--- config.mk ---
export PLATFORM = sky130hd
export DESIGN_NAME = tse_search_seq
export DESIGN_NICKNAME = d
export VERILOG_FILES = /design/src/design/table_search_engine_assert.svh /design/src/design/tse_pkg.sv /design/src/design/tse_search_seq.sv
export SDC_FILE = /design/constraint.sdc
export NUM_CORES = 1
export LEC_CHECK = 0
export BUFFER_PORTS_ARGS = -buffer_cell sky130_fd_sc_hd__buf_2
export CORE_AREA = 2 2 125 91
export DETAILED_ROUTE_END_ITERATION = 8
export DIE_AREA = 0 0 127 93
export HOLD_SLACK_MARGIN = 0.08
export PLACE_DENSITY = 0.77
export SLEW_MARGIN = 20
export SYNTH_ARGS = -nofsm -noshare
export SYNTH_HDL_FRONTEND = slang
export SYNTH_SLANG_ARGS = --single-unit
--- constraint.sdc ---
create_clock -name i_clk -period 3.7 [get_ports i_clk]
set_input_delay 0.37 -clock i_clk [delete_from_list [all_inputs] [get_ports i_clk]]
set_output_delay 0.37 -clock i_clk [all_outputs]
set_load 0.005 [all_outputs]
--- src/design/table_search_engine_assert.svh ---
// ----------------------------------------------------------------------------
// Table search engine assertion macros
// Concurrent assertion helpers for the table search engine. The macros
// expand to nothing when the code is read by synthesis.
// ----------------------------------------------------------------------------
`ifndef TABLE_SEARCH_ENGINE_ASSERT_SVH
`define TABLE_SEARCH_ENGINE_ASSERT_SVH

`ifndef SYNTHESIS

// The consequent must hold in the same cycle as the antecedent.
`define TSE_ASSERT_IMPLY(name, clk, rst_n, ante, cons) \
    name: assert property (@(posedge clk) disable iff (!rst_n) (ante) |-> (cons)) \
        else $error("table_search_engine: assertion failed");

// The consequent must hold in the cycle after the antecedent.
`define TSE_ASSERT_NEXT(name, clk, rst_n, ante, cons) \
    name: assert property (@(posedge clk) disable iff (!rst_n) (ante) |=> (cons)) \
        else $error("table_search_engine: assertion failed");

`else

`define TSE_ASSERT_IMPLY(name, clk, rst_n, ante, cons)
`define TSE_ASSERT_NEXT(name, clk, rst_n, ante, cons)

`endif

`endif

--- src/design/tse_pkg.sv ---
// ----------------------------------------------------------------------------
// Table search engine package
// Sizes, codes, sequencer states and the control structs shared by the
// table search engine modules.
// ----------------------------------------------------------------------------
`default_nettype none

package tse_pkg;

    // Table geometry.
    localparam int TABLE_DEPTH = 256;
    localparam int ADDR_W      = $clog2(TABLE_DEPTH);
    localparam int CNT_W       = ADDR_W + 1;
    localparam int HI_W        = CNT_W + 1;
    localparam int DATA_W      = 32;

    // Field widths fixed by the interface.
    localparam int SIZE_W      = 9;
    localparam int MODE_W      = 2;
    localparam int POS_W       = 8;
    localparam int CFG_IDX_W   = 1;

    // Packed stream payload widths.
    localparam int S_TDATA_W   = 72;
    localparam int M_TDATA_W   = 8;

    localparam logic [SIZE_W-1:0] TABLE_SIZE_RST = SIZE_W'(256);

    // Configuration register indexes.
    typedef enum logic [CFG_IDX_W-1:0] {
        CFG_TABLE_SIZE  = 1'b0,
        CFG_SEARCH_MODE = 1'b1
    } t_cfg_index;

    // Request kinds carried in the input tuser.
    typedef enum logic {
        REQ_WRITE  = 1'b0,
        REQ_SEARCH = 1'b1
    } t_req_type;

    // Search modes; bit 1 selects binary search.
    localparam logic [MODE_W-1:0] MODE_UNORDERED = 2'd0;
    localparam logic [MODE_W-1:0] MODE_ORDERED   = 2'd1;
    localparam int                MODE_BIN_BIT   = 1;

    // Search sequencer states.
    typedef enum logic [2:0] {
        ST_IDLE,
        ST_SCAN,
        ST_BIN_ISSUE,
        ST_BIN_CMP,
        ST_DONE
    } t_state;

    // Search command handed to the sequencer.
    typedef struct packed {
        logic              start;
        logic              binary;
        logic              ordered;
        logic [CNT_W-1:0]  n;
        logic [DATA_W-1:0] key;
    } t_search_cmd;

    // Search result handed back by the sequencer.
    typedef struct packed {
        logic              valid;
        logic              found;
        logic [ADDR_W-1:0] position;
    } t_search_res;

endpackage

`default_nettype wire

--- src/design/tse_search_seq.sv ---
// ----------------------------------------------------------------------------
// Table search engine sequencer
// Drives the memory read address and runs every entry read through one
// shared signed compare unit, for linear scans and for binary search.
// ----------------------------------------------------------------------------
`default_nettype none

module tse_search_seq (
    input  wire logic                       i_clk,
    input  wire logic                       i_rst_n,
    input  wire tse_pkg::t_search_cmd       i_cmd,
    input  wire logic [tse_pkg::DATA_W-1:0] i_rd_data,
    input  wire logic                       i_res_ready,
    output logic      [tse_pkg::ADDR_W-1:0] o_rd_addr,
    output logic                            o_idle,
    output tse_pkg::t_search_res            o_res
);
    import tse_pkg::*;

    t_state                    r_state, n_state;
    logic [DATA_W-1:0]         r_key, n_key;
    logic                      r_ordered, n_ordered;
    logic [CNT_W-1:0]          r_n, n_n;
    logic [CNT_W-1:0]          r_addr, n_addr;
    logic [ADDR_W-1:0]         r_cmp_addr, n_cmp_addr;
    logic                      r_rd_vld, n_rd_vld;
    logic [CNT_W-1:0]          r_lo, n_lo;
    logic signed [HI_W-1:0]    r_hi, n_hi;
    logic [ADDR_W-1:0]         r_mid, n_mid;
    logic                      r_found, n_found;
    logic [ADDR_W-1:0]         r_pos, n_pos;

    logic                      w_eq;
    logic                      w_gt;
    logic                      w_issue;
    logic                      w_stop;
    logic                      w_bin_open;
    logic signed [HI_W-1:0]    w_sum;
    logic [ADDR_W-1:0]         w_mid;

    // Shared compare unit: key against the entry just read.
    assign w_eq = (r_key == i_rd_data);
    assign w_gt = ($signed(r_key) > $signed(i_rd_data));

    // Linear scan helpers.
    assign w_issue = (r_addr < r_n);
    assign w_stop  = r_ordered ? !w_gt : w_eq;

    // Binary search helpers; the sum is never negative while lo <= hi.
    assign w_bin_open = ($signed({1'b0, r_lo}) <= r_hi);
    assign w_sum      = $signed({1'b0, r_lo}) + r_hi;
    assign w_mid      = w_sum[ADDR_W:1];

    // Next state.
    always_comb begin
        n_state = r_state;
        unique case (r_state)
            ST_IDLE: begin
                if (i_cmd.start) begin
                    n_state = i_cmd.binary ? ST_BIN_ISSUE : ST_SCAN;
                end
            end
            ST_SCAN: begin
                if (r_rd_vld && w_stop) begin
                    n_state = ST_DONE;
                end else if (!r_rd_vld && !w_issue) begin
                    n_state = ST_DONE;
                end
            end
            ST_BIN_ISSUE: begin
                n_state = w_bin_open ? ST_BIN_CMP : ST_DONE;
            end
            ST_BIN_CMP: begin
                n_state = w_eq ? ST_DONE : ST_BIN_ISSUE;
            end
            ST_DONE: begin
                if (i_res_ready) begin
                    n_state = ST_IDLE;
                end
            end
            default: n_state = ST_IDLE;
        endcase
    end

    // Datapath and outputs.
    always_comb begin
        n_key      = r_key;
        n_ordered  = r_ordered;
        n_n        = r_n;
        n_addr     = r_addr;
        n_cmp_addr = r_cmp_addr;
        n_rd_vld   = 1'b0;
        n_lo       = r_lo;
        n_hi       = r_hi;
        n_mid      = r_mid;
        n_found    = r_found;
        n_pos      = r_pos;
        o_rd_addr  = r_addr[ADDR_W-1:0];
        unique case (r_state)
            ST_IDLE: begin
                if (i_cmd.start) begin
                    n_key     = i_cmd.key;
                    n_ordered = i_cmd.ordered;
                    n_n       = i_cmd.n;
                    n_addr    = '0;
                    n_lo      = '0;
                    n_hi      = $signed({1'b0, i_cmd.n}) - HI_W'(1);
                    n_found   = 1'b0;
                    n_pos     = '0;
                end
            end
            ST_SCAN: begin
                // Read one entry a cycle; compare the entry read last cycle.
                n_rd_vld   = w_issue;
                n_cmp_addr = r_addr[ADDR_W-1:0];
                if (w_issue) begin
                    n_addr = r_addr + CNT_W'(1);
                end
                if (r_rd_vld && w_stop) begin
                    n_rd_vld = 1'b0;
                    n_found  = w_eq;
                    n_pos    = w_eq ? r_cmp_addr : '0;
                end
            end
            ST_BIN_ISSUE: begin
                o_rd_addr = w_mid;
                n_mid     = w_mid;
            end
            ST_BIN_CMP: begin
                o_rd_addr = r_mid;
                if (w_eq) begin
                    n_found = 1'b1;
                    n_pos   = r_mid;
                end else if (w_gt) begin
                    n_lo = CNT_W'(r_mid) + CNT_W'(1);
                end else begin
                    n_hi = $signed({1'b0, CNT_W'(r_mid)}) - HI_W'(1);
                end
            end
            ST_DONE: begin
            end
            default: begin
            end
        endcase
    end

    // Control registers.
    always_ff @(posedge i_clk) begin
        if (!i_rst_n) begin
            r_state  <= ST_IDLE;
            r_rd_vld <= 1'b0;
        end else begin
            r_state  <= n_state;
            r_rd_vld <= n_rd_vld;
        end
    end

    // Working registers.
    always_ff @(posedge i_clk) begin
        r_key      <= n_key;
        r_ordered  <= n_ordered;
        r_n        <= n_n;
        r_addr     <= n_addr;
        r_cmp_addr <= n_cmp_addr;
        r_lo       <= n_lo;
        r_hi       <= n_hi;
        r_mid      <= n_mid;
        r_found    <= n_found;
        r_pos      <= n_pos;
    end

    assign o_idle         = (r_state == ST_IDLE);
    assign o_res.valid    = (r_state == ST_DONE);
    assign o_res.found    = r_found;
    assign o_res.position = r_pos;

endmodule

`default_nettype wire

### Word-level counts from Yosys, hierarchy flattened

Cells that the tools add are included.

| storage, ports and cells | value |
|---|---|
| bits in registers | 99 |
| latch bits | 0 |
| RAM bits | 0 |
| bits in read-only memories | 0 |
| input port bits | 79 |
| output and inout bits | 19 |
| memories | 0 |

| cells by class | value |
|---|---|
| add/subtract/negate cells | 5 |
| multipliers | 0 |
| divide/modulo/power cells | 0 |
| $lt $le $gt $ge | 3 |
| equal/unequal tests | 14 |
| shift-type cells | 0 |
| muxes and demuxes | 29 |
| bitwise operators | 2 |
| reductions and logical operators | 16 |

Operators by type and width:

| cell | number |
|---|---|
| two-way mux 9 bit | 4 |
| case mux 9 bit (2 select lines) | 2 |
| equality test 32 bit | 1 |
| greater-than comparator 32 bit | 1 |
| two-way mux 8 bit | 4 |
| two-way mux 10 bit | 3 |
| case mux 8 bit (3 select lines) | 1 |
| case mux 10 bit (2 select lines) | 1 |
| two-way mux 3 bit | 6 |
| inequality test 2 bit, second input constant | 8 |
| case mux 8 bit (2 select lines) | 1 |
| case mux 3 bit (5 select lines) | 1 |
| AND reduction 4 bit | 3 |
| <= comparator 10 bit | 1 |
| subtractor 9 x 1 -> 10 bit, second input constant | 1 |
| adder 8 x 1 -> 9 bit, second input constant | 1 |
| adder 9 x 1 -> 9 bit, second input constant | 1 |
| adder 9 bit | 1 |
| less-than comparator 9 bit | 1 |
| subtractor 8 x 1 -> 9 bit, second input constant | 1 |
| equality test 3 x 2 -> 1 bit, second input constant | 2 |
| AND reduction 3 bit | 2 |
| two-way mux 1 bit | 4 |
| nonzero test 2 bit | 2 |
| 12 further kinds | 16 |

### Logic depth before layout (Yosys ltp)

Gate-level depths: netlist of run 1.

| logic depth | value |
|---|---|
| depth in word-level cells | 6 |
| depth in mapped cells | 11 |
| depth with buffers taken out | 11 |

### Worst setup path after synthesis of run 1

Ideal clock, no wire load.

| path | value |
|---|---|
| kind | input-to-reg |
| start point | input port i_rd_data[31] (netlist bit) |
| end point | register r_found, enable pin |
| setup time | 393 ps |
| data arrival time | 2,591 ps |
| required time | 3,307 ps |
| slack | 716 ps |
| cell stages on the path | 10 |
| buffers on the path | 0 |
| path through | inv_1 ha_1 nand4_1 nor3_1 a221oi_1 o211ai_1 a21oi_2 xnor2_2 nand2_1 a311oi_1 |

| between the ends | value |
|---|---|
| longest elaborated chain between the ends | 6 |
| elaborated cells on any way between the ends | 8 |
| those cells by class | order compare: 1; eq/ne: 3; mux: 1; reduce/logical: 3 |

Ends and longest elaborated chain:

| what | line | text |
|---|---|---|
| start, declared | tse_search_seq.sv:12 | `input wire logic [tse_pkg::DATA_W-1:0] i_rd_data,` |
| greater-than comparator 32 bit | tse_search_seq.sv:43 | `assign w_gt = ($signed(r_key) > $signed(i_rd_data));` |
| zero test 1 bit | tse_search_seq.sv:47 | `assign w_stop = r_ordered ? !w_gt : w_eq;` |
| two-way mux 1 bit | tse_search_seq.sv:47 |  |
| logical AND 1 bit | tse_search_seq.sv:119 | `if (r_rd_vld && w_stop) begin` |
| inequality test 2 bit (no line) | - |  |
| AND reduction 4 bit (no line) * | - |  |
| end signal, assigned | tse_search_seq.sv:168 | `r_found <= n_found;` |
| end, declared | tse_search_seq.sv:30 | `logic r_found, n_found;` |

Every way passes the cells marked *; elsewhere a longest branch is shown, timed or not.
A chain may end at the register's enable or synchronous reset.

### Worst setup path after layout of run 1

| path | value |
|---|---|
| start point | register r_hi[0] |
| end point | output port o_rd_addr[7] (netlist bit) |

| between the ends | value |
|---|---|
| longest elaborated chain between the ends | 2 |

Ends and longest elaborated chain:

| what | line | text |
|---|---|---|
| start, declared | tse_search_seq.sv:28 | `logic signed [HI_W-1:0] r_hi, n_hi;` |
| start signal, assigned | tse_search_seq.sv:166 | `r_hi <= n_hi;` |
| adder 9 bit | tse_search_seq.sv:51 | `assign w_sum = $signed({1'b0, r_lo}) + r_hi;` |
| via w_sum[8] | tse_search_seq.sv:38 | `logic signed [HI_W-1:0] w_sum;` |
| case mux 8 bit (2 select lines) | tse_search_seq.sv:99 | `unique case (r_state)` |
| end, declared | tse_search_seq.sv:14 | `output logic [tse_pkg::ADDR_W-1:0] o_rd_addr,` |

The timed path passes the listed nets, and every way through them passes these cells.

==> key figures, run 1 <==
STA
  – Final hold violation count: 0
  – Pins Over Slew Limit: 0
  – Max Freq: between 300 and 400 MHz
  – Skew final: 8.71 ps
  – Crit path time final: about 3200 ps
  – Worst-margin pin slew: just under 1000 ps
  – Final setup TNS: 0 ps
  – Setup violators final: 0
  – Final worst slack: 549 ps
  – RSZ-0062 raised after global routing: false
  – Slew HR: 33.9%
  – WHS: 202 ps
  – Fin crit share: 85.2%

GRT
  – Largest net degree at the start of global routing: 43
  – First-pass GRT wire length: 20,800 um
  – Gr ovfl total: 0
  – All-layer global routing usage: 23.2%
  – Number of global-route vias before repair: 4,133
  – Initial antenna violation count: 0

Cells and area
  – Area grow syn2layout: 15.8%
  – Nets@finish: between 700 and 800
  – Area occupied by multi-input gates: approximately 0.0024 mm2
  – Diode count: 0
  – Register area: approximately 0.0029 mm2
  – Share of cells above drive strength 1: between 10% and 20%
  – Fill cell count: roughly 860

Synthesis
  – Yosys reg bits: 99
  – Post-synthesis instance total: slightly above 500
  – Syn nets: 660
  – EDFF count, synth: 95
  – Ys flop type: edfxtp_1
  – Syn Area/Cell: ~11 um2
  – Ys async rst share: 0%
  – Post-synth cell types: 54
  – YS warnings: 0
  – Synth Cell Area: around 0.0057 mm2
  – Seq/Total Area, Yosys: between 50% and 60%

Detailed routing
  – Routed len/inst: 17.3 um
  – DR iter-0 viols: around 290
  – Vias per inst: 5.53
  – Via count: between 4,000 and 5,000
  – Drt total wl: approximately 13,000 um
  – Residual DRC: 0
  – Antenna viol nets, final: 0
  – Drt pass-1 iters: 5

Hold path
  – Hold-critical path depth: 1
  – Worst Hold Endpoint: r_key[29]
  – Min-Delay Path Class: in -> reg
  – Hold path startpoint: i_cmd[29]

Critical path
  – CP Launch Type: flop
  – R2R depth: 10
  – Worst reg2reg path startpoint: r_key[10]
  – Worst Path Class, Setup: reg -> out
  – Crit Path Max Fanout: 2
  – Arrival time worst endpoint: 2780 ps
  – Worst EP required: 3330 ps
  – Register-to-register path setup slack: approximately 790 ps
  – Crit path capture type: output port
  – RR Endpoint: r_pos[7]

Floorplanning
  – Die width: around 130 um
  – Starting density of the core: 53.5%
  – IO Pins: 98
  – Core Region: about 0.011 mm2
  – Die ar.: 0.0118 mm2
  – Die Ht: 93 um
  – Rows: 32

CTS
  – Post-CTS Setup Inserts: 0
  – Root Driver: clkbuf_16
  – Clock slew at reported path FFs: 60 ps
  – CTS tree: yes
  – CTS H-tree lvls: 3
  – # resized after CTS: 0
  – Clk_lat worst skew: about 340 ps
  – Clock sink total: slightly below 100
  – Hold_buf cts: 0
  – Clock Tree Buf Depth: 2
  – Cts bufs inserted: 9

Run status
  – Status: finished clean

Pwr
  – LEAKAGE: between 2 and 3 nW
  – PwrDens: about 760 mW/mm2
  – VDD IR max: roughly 0.43 mV

Placed design
  – Port Buffer Count: between 90 and 100
  – Gp weighted congestion: 0.890
  – Hpwl dp: roughly 10000 um
  – Worst slack at placement: 729 ps

Run
  – Max Cap Viol: 0
## registers in the layout, summed over array words and instances (netlist names)
name / cells
r_rd_vld: 1
r_hi: 10
r_n: 9
r_found: 1
r_state: 3
r_cmp_addr: 8
r_key: 32
r_lo: 9
r_ordered: 1
r_addr: 9
r_pos: 8
r_mid: 8
## synth_stat cells, drive strengths merged (5+ instances only)
cell type | count | share of area [%]
inv | 71 | 4.7
edfxtp | 95 | 50
ha | 61 | 13
nand2 | 40 | 2.6
nor2b | 5 | 0.55
xor2 | 17 | 2.6
o21a | 5 | 0.66
clkbuf | 11 | 0.72
nor2 | 32 | 2.1
o31ai | 5 | 0.66
nor3 | 11 | 1.1
nand4 | 8 | 0.88
and3 | 6 | 0.68
xnor2 | 15 | 2.4
o21ai | 20 | 1.8
a21oi | 30 | 2.7
nand3 | 17 | 1.5
nand2b | 7 | 0.77
## metal layers
| metal | GRT usage, % | up-vias | wire (um) | part of all wire [%] |
|---|---|---|---|---|
| li1 | - | 2051 | - | - |
| met1 | 31.5 | 1954 | 5870 | 45 |
| met2 | 36.2 | 164 | 5830 | 45 |
| met3 | 7.15 | 19 | 1190 | 9.1 |
| met4 | 7.14 | 0 | 202 | 1.5 |
| met5 | 0 | - | 0 | 0 |
## stage by stage
| stage | total power [mW] | cell area (um2) | util, % | cells |
|---|---|---|---|---|
| after floorplan | 3.38 | 5700 | - | 519 |
| after global placement | 3.97 | 6320 | 59.3 | 741 |
| after detailed placement | 4.07 | 6320 | 59.3 | 741 |
| after CTS | 4.98 | 6600 | 62.0 | 757 |
| after global routing | 5.31 | 6600 | 62.0 | 757 |
| final | 5.00 | 6600 | 62.0 | 757 |
## worst max-delay path, stage by stage, from the launching register on
cell and delay, ps:
edfxtp_1 380, ha_1 190, inv_1 60, fa_1 410
o21bai_1 170, a21oi_1 120, o21bai_1 170, a21oi_1 120
o31ai_1 280, xnor2_1 180, o21ai_0 100, nand2_1 150
buf_2 120
## layout by cell type (no fill, tap or decap), types with 10 or more instances in the layout
| cell | count |
|---|---|
| ha_1 | 61 |
| nand2_1 | 40 |
| edfxtp_1 | 95 |
| buf_2 | 97 |
| nor2_1 | 32 |
| xnor2_1 | 14 |
| xor2_1 | 17 |
| nor3_1 | 10 |
| inv_1 | 71 |
| o21ai_0 | 17 |
| nand3_1 | 17 |
| a21oi_1 | 29 |
## where the power goes
group          leakage, nW  internal (mW)  switching (mW)  total [mW]
combinational         1.83          0.777            1.12        1.90
clock                0.135          0.522           0.384       0.906
sequential           0.939           1.81           0.385        2.19
total                 2.91           3.11            1.89        5.00
## cell families (layout without fill, tap and decap cells)
family                     after synthesis  in the layout  synth area share, %
xor gates and xnor gates                32             32                 5.05
muxes                                    4              4                0.725
AOI/OAI and AO/OA                       95             95                 11.1
DFF                                     99             99                 51.5
adders and majority gates               62             62                 13.7
and+or+nand+nor                        142            142                 12.2
buffers and inverters                   85            187                 5.67
## worst max-delay path by stage
stage / endpoint / start / slack, ps
4_1_cts: o_rd_addr[7] / r_hi[0] / 590
6_report: o_rd_addr[7] / r_hi[0] / 550
2_1_floorplan: r_found / i_rd_data[31] / 720
3_3_place_gp: r_pos[2] / i_rd_data[10] / 740
5_1_grt: o_rd_addr[7] / r_hi[0] / 340
3_5_place_dp: r_pos[4] / i_rd_data[10] / 730
## layout make-up
type                            count  area share, %
Sequential cell                    99           44.4
Multi-Input combinational cell    335           37.0
Timing Repair Buffer              100           7.70
Inverter                           71           4.04
Clock buffer                       13           3.64
Tap cell                          136           2.58
Clock inverter                      3          0.588
No activity file was read; power rests on OpenSTA's default activity.
==> run 2, diff against run 1 <==
--- a/config.mk
+++ b/config.mk
@@ -6,11 +6,11 @@
 export NUM_CORES = 1
 export LEC_CHECK = 0
 export BUFFER_PORTS_ARGS = -buffer_cell sky130_fd_sc_hd__buf_2
-export CORE_AREA = 2 2 125 91
+export CORE_AREA = 2 2 123 89
 export DETAILED_ROUTE_END_ITERATION = 8
-export DIE_AREA = 0 0 127 93
+export DIE_AREA = 0 0 125 91
 export HOLD_SLACK_MARGIN = 0.08
-export PLACE_DENSITY = 0.77
+export PLACE_DENSITY = 0.8
 export SLEW_MARGIN = 20
 export SYNTH_ARGS = -nofsm -noshare
 export SYNTH_HDL_FRONTEND = slang
==> constraint.sdc (replaced) <==
create_clock -name i_clk -period 3.7 [get_ports i_clk]
set_input_delay 0.37 -clock i_clk [delete_from_list [all_inputs] [get_ports i_clk]]
set_output_delay 0.37 -clock i_clk [all_outputs]
set_load 0.1 [all_outputs]
==> run 2 against run 1 <==
Combinational power grew 51%. Global-route usage grew 0.44 points. Highest routed layer unchanged. Register-to-register slack lost 190 ps. Sequential power is essentially flat. Critical path type unchanged.
==> key figures, run 2 (synthesized netlist as in run 1, its figures left out) <==
Placed design
  – Worst slack at placement: between 600 and 700 ps
  – Placed Cells: 740
  – Dpl cell area: between 0.006 and 0.007 mm2
  – Gp weighted congestion: roughly 0.94
  – Hpwl dp: 9850 um
  – Port Buffer Count: 97

GRT
  – Gr ovfl total: 0
  – First-pass GRT wire length: around 21,000 um
  – All-layer global routing usage: 23.7%
  – Initial antenna violation count: 0
  – Largest net degree at the start of global routing: 43
  – Number of global-route vias before repair: 4,219

Floorplanning
  – Core Region: 0.0102 mm2
  – Die Ht: slightly above 90 um
  – Rows: 31
  – Die ar.: approximately 0.011 mm2
  – IO Pins: 98
  – Die width: between 100 and 150 um
  – Starting density of the core: a little under three fifths

Detailed routing
  – Via count: 4,247
  – Drt pass-1 iters: 5
  – Routed len/inst: approximately 17 um
  – Residual DRC: 0
  – DR iter-0 viols: 378
  – Drt total wl: approximately 13,000 um
  – Antenna viol nets, final: 0
  – Vias per inst: 5.62

Critical path
  – Top cell family by delay on the critical path: compound AO/OA/AOI/OAI gates
  – Worst Path Class, Setup: reg -> out
  – Crit Path Max Fanout: 2
  – CP startpoint: r_lo[0]
  – Register-to-register path setup slack: around 600 ps
  – CP peak stage delay: 420 ps
  – Worst EP required: ~3300 ps
  – R2R depth: 10
  – Buf/Inv on CP: 2
  – Worst reg2reg path startpoint: r_key[31]
  – Cell count along the critical path: 12
  – Crit path capture type: output port
  – Slowest cell on the critical path: buf_2
  – CP Launch Type: flop
  – CP cell instances: ha_1 > inv_1 > fa_1 > o21bai_1 > a21oi_1 > o21bai_1 > a21oi_1 > o31ai_1 > xnor2_1 > o21ai_0 > nand2_1 > buf_2
  – RR Endpoint: r_pos[0]
  – CP endpoint: o_rd_addr[7]
  – Arrival time worst endpoint: around 3000 ps

CTS
  – CTS H-tree lvls: 3
  – Post-CTS Setup Inserts: 0
  – Cts bufs inserted: 9
  – Clock Tree Buf Depth: 2
  – Clock sink total: 99
  – Hold_buf cts: 0
  – Root Driver: clkbuf_16
  – CTS tree: yes
  – Clk_lat worst skew: between 300 and 400 ps
  – # resized after CTS: 0
  – Clock slew at reported path FFs: 70 ps

Cells and area
  – Design area: around 0.0066 mm2
  – Largest Register: r_key
  – Finished Core Util: ~65%
  – Largest registers: r_key: 32 flops, r_hi: 10 flops
  – Non-filler instance count after layout: about 760
  – Diode count: 0
  – Area grow syn2layout: 16.7%
  – Largest register FFs: 32
  – Commonest non-fill, non-tap cell in the layout: buf_2
  – Commonest non-fill, non-tap cells in the layout: 97 x buf_2, 95 x edfxtp_1, 71 x inv_1
  – Nets@finish: 760
  – Share of cells above drive strength 1: 20.2%

Pwr
  – Power Total: ~6 mW
  – LEAKAGE: a little under 3 nW
  – VDD IR max: about 0.76 mV
  – PwrDens: 898 mW/mm2

STA
  – Final hold violation count: 0
  – Final worst slack: just over 400 ps
  – Max Freq: approximately 300 MHz
  – Setup violators final: 0
  – Fin crit share: 88.9%
  – Crit path time final: about 3300 ps
  – Worst-margin pin slew: around 780 ps
  – Final setup TNS: 0 ps
  – Skew final: roughly 5.8 ps
  – WHS: 194 ps
  – Slew HR: approximately 48%
  – Pins Over Slew Limit: 0
  – RSZ-0062 raised after global routing: false

Hold path
  – Min-Delay Path Class: in -> reg
  – Hold-critical path depth: 1
  – Hold path startpoint: i_cmd[9]

Run status
  – Status: finished clean

Run
  – Max Cap Viol: 0
## run 2: cell types whose count changed in the layout (fill, tap and decap cells not counted), moves of 2 or more
cell        before  now
buf_4            3    6
clkinvlp_4       0    3
o21ai_0         17   15
o31ai_2          0    2
o31ai_1          5    3
o21ai_1          3    5
clkbuf_1         4    1
## run 2: final cells by class
class,instances,area [um2]
fillers,773,3510
flip-flops and latches,99,2930
multi-input cells,335,2450
repair buffers,103,531
inverters,71,267
clock buffers,10,229
well taps,132,165
clock inverters,6,72.6
## run 2: worst reg2reg max path: cells and delay by family (launching register included)
family,cells,cell delay [ps]
and+or+nand+nor,3,450
buffers and inverters,1,260
DFF,1,370
AOI/OAI and AO/OA,4,1210
adders and majority gates,1,360
xor gates and xnor gates,1,160
## run 2: how the worst min path moves through the flow
stage	slack, ps	to
3_5_place_dp	500	r_rd_vld
5_1_grt	180	r_key[18]
4_1_cts	180	r_key[25]
3_3_place_gp	490	r_rd_vld
6_report	190	r_key[9]
2_1_floorplan	460	r_rd_vld
## run 2: where the power goes
part / internal [mW] / total [mW] / switching, mW
clock network: 0.531 / 0.947 / 0.416
registers: 1.81 / 2.17 / 0.361
logic: 0.795 / 2.86 / 2.07
total: 3.13 / 5.97 / 2.84
## run 2: routing by layer
metal | GRT usage, % | wire length, um | vias to the layer above
li1 | - | - | 2055
met1 | 32.5 | 5790 | 1977
met2 | 37.2 | 5750 | 187
met3 | 6.36 | 1160 | 28
met4 | 6.94 | 225 | 0
met5 | 0 | 0 | -
==> run 3, diff against run 2 <==
--- a/config.mk
+++ b/config.mk
@@ -6,9 +6,9 @@
 export NUM_CORES = 1
 export LEC_CHECK = 0
 export BUFFER_PORTS_ARGS = -buffer_cell sky130_fd_sc_hd__buf_2
-export CORE_AREA = 2 2 123 89
+export CORE_AREA = 2 2 103 105
 export DETAILED_ROUTE_END_ITERATION = 8
-export DIE_AREA = 0 0 125 91
+export DIE_AREA = 0 0 105 107
 export HOLD_SLACK_MARGIN = 0.08
 export PLACE_DENSITY = 0.8
 export SLEW_MARGIN = 20
==> run 3 against run 2 <==
Global-route usage down 0.35 points. Die area down 1.2%. Register-to-register slack improved by 310 ps. Critical endpoint unchanged. Count of clock-buffer cells in the layout unchanged. Largest cell class unchanged. Total power decreased by 4.1%. Cell count grew 0.40%. Via count fell by 0.57%.
==> key figures, run 3 (synthesized netlist as in run 1, its figures left out) <==
Run status
  – Status: finished clean

Pwr
  – VDD IR max: between 1 and 1.5 mV
  – Sequential power share: 37.5%
  – PwrDens: around 870 mW/mm2
  – Clock share of power: around an eighth
  – Psw: 2.76 mW
  – Pint: ~3.0 mW
  – Combinational power share: between 40% and 50%
  – LEAKAGE: 2.89 nW
  – Sw Ratio: 48.1%

CTS
  – Root Driver: clkbuf_8
  – Clock slew at reported path FFs: about 90 ps
  – Clock Tree Buf Depth: 2
  – Hold_buf cts: 0
  – Clock sink total: 99
  – Clk_lat worst skew: roughly 360 ps
  – Post-CTS Setup Inserts: 0
  – CTS H-tree lvls: 3
  – # resized after CTS: 0
  – CTS tree: yes
  – Cts bufs inserted: 9

STA
  – Crit path time final: between 3000 and 4000 ps
  – Worst-margin pin slew: roughly 890 ps
  – Fin crit share: approximately 90%
  – Final worst slack: about 380 ps
  – Final setup TNS: 0 ps
  – Slew HR: roughly two fifths
  – RSZ-0062 raised after global routing: false
  – Skew final: 10.8 ps
  – Setup violators final: 0
  – Max Freq: ~300 MHz
  – Pins Over Slew Limit: 0
  – Final hold violation count: 0

Cells and area
  – Largest Register: r_key
  – Area grow syn2layout: 15.0%
  – Commonest non-fill, non-tap cell in the layout: buf_2
  – Nets@finish: about 760
  – Non-filler instance count after layout: approximately 760
  – Largest register FFs: 32
  – Largest registers: r_key: 32 flops, r_hi: 10 flops
  – Share of cells above drive strength 1: roughly 20%
  – Diode count: 0
  – Commonest non-fill, non-tap cells in the layout: 97 x buf_2, 95 x edfxtp_1, 71 x inv_1

Critical path
  – Worst Path Class, Setup: reg -> out
  – CP Launch Type: flop
  – Arrival time worst endpoint: 2950 ps
  – Crit Path Max Fanout: 2
  – Worst EP required: between 3000 and 4000 ps
  – Crit path capture type: output port

Detailed routing
  – Residual DRC: 0
  – Drt pass-1 iters: 4
  – Via count: 4,223
  – Drt total wl: about 12,000 um
  – DR iter-0 viols: between 200 and 250
  – Routed len/inst: about 16 um
  – Vias per inst: between 5 and 6
  – Antenna viol nets, final: 0

GRT
  – Largest net degree at the start of global routing: between 40 and 50
  – Initial antenna violation count: 0
  – Number of global-route vias before repair: 4,339
  – All-layer global routing usage: about a quarter
  – Gr ovfl total: 0
  – First-pass GRT wire length: between 20,000 and 25,000 um

Floorplanning
  – Die width: around 110 um
  – Die Ht: between 100 and 150 um
  – Rows: 37
  – IO Pins: just under 100
  – Core Region: slightly above 0.01 mm2
  – Die ar.: between 0.01 and 0.015 mm2
  – Starting density of the core: a little under three fifths

Placed design
  – Hpwl dp: about 9500 um
  – Placed Cells: 743
  – Port Buffer Count: 97
  – Gp weighted congestion: 0.877
  – Worst slack at placement: between 700 and 800 ps

Run
  – Max Cap Viol: 0

Hold path
  – Min-Delay Path Class: in -> reg
[run 3: cell count changes in the layout (fill, tap and decap cells not counted), sizes merged]
cell	previous run	this run
clkinvlp	3	1
clkinv	0	3
bufinv	1	2
inv	73	71
buf	103	102
[run 3: metrics by stage]
step | utilization, % | power [mW] | hold slack [ps] | area, um2
after global placement | 62.9 | 4.90 | 488 | 6340
after global routing | 64.9 | 6.08 | 157 | 6550
after detailed placement | 62.9 | 5.00 | 500 | 6340
final | 64.9 | 5.73 | 176 | 6550
after floorplan | - | 4.33 | 462 | 5710
after CTS | 64.9 | 5.74 | 161 | 6550
[run 3: final timing paths]
kind                                      to       start  slack [ps]  depth (start not counted)
worst max register to register     r_addr[8]  r_state[0]         910                          4
worst min register to register      r_rd_vld   r_ordered         510                          1
worst max-delay path            o_rd_addr[7]     r_lo[0]         380                         12
worst min-delay path               r_key[27]   i_cmd[27]         180                          1
[run 3: final cells by class]
type                       count  area [um2]
clock buffer                  10         128
clock inverter                 6        80.1
fill                         830        3540
inverter                      71         267
multi-input combinational    335        2450
sequential                    99        2930
tap                          136         170
timing repair buffer         102         523
[run 3: layer usage]
layer,GRT usage (%),up-vias,wire (um)
met5,0,-,0
li1,-,2051,-
met4,9.81,0,299
met2,39.5,193,5900
met3,5.05,24,1050
met1,29.1,1955,4960
[run 3: power by group through the flow]
| stage | clock network (mW) | logic (mW) | registers, mW |
|---|---|---|---|
| 2_1_floorplan | 0 | 2.09 | 2.25 |
| 3_3_place_gp | 0 | 2.76 | 2.14 |
| 3_5_place_dp | 0 | 2.84 | 2.17 |
| 4_1_cts | 0.746 | 2.85 | 2.14 |
| 5_1_grt | 0.793 | 3.10 | 2.20 |
| 6_report | 0.736 | 2.84 | 2.15 |
[run 3: critical path, stage by stage, from the launching register on]
cell and delay [ps]:
edfxtp_1 380, ha_1 180, inv_1 60, fa_1 400, o21bai_1 140, a21oi_1 100
o21bai_1 130, a21oi_1 120, o31ai_1 270, xnor2_1 170, o21ai_0 100, nand2_1 110
buf_2 420
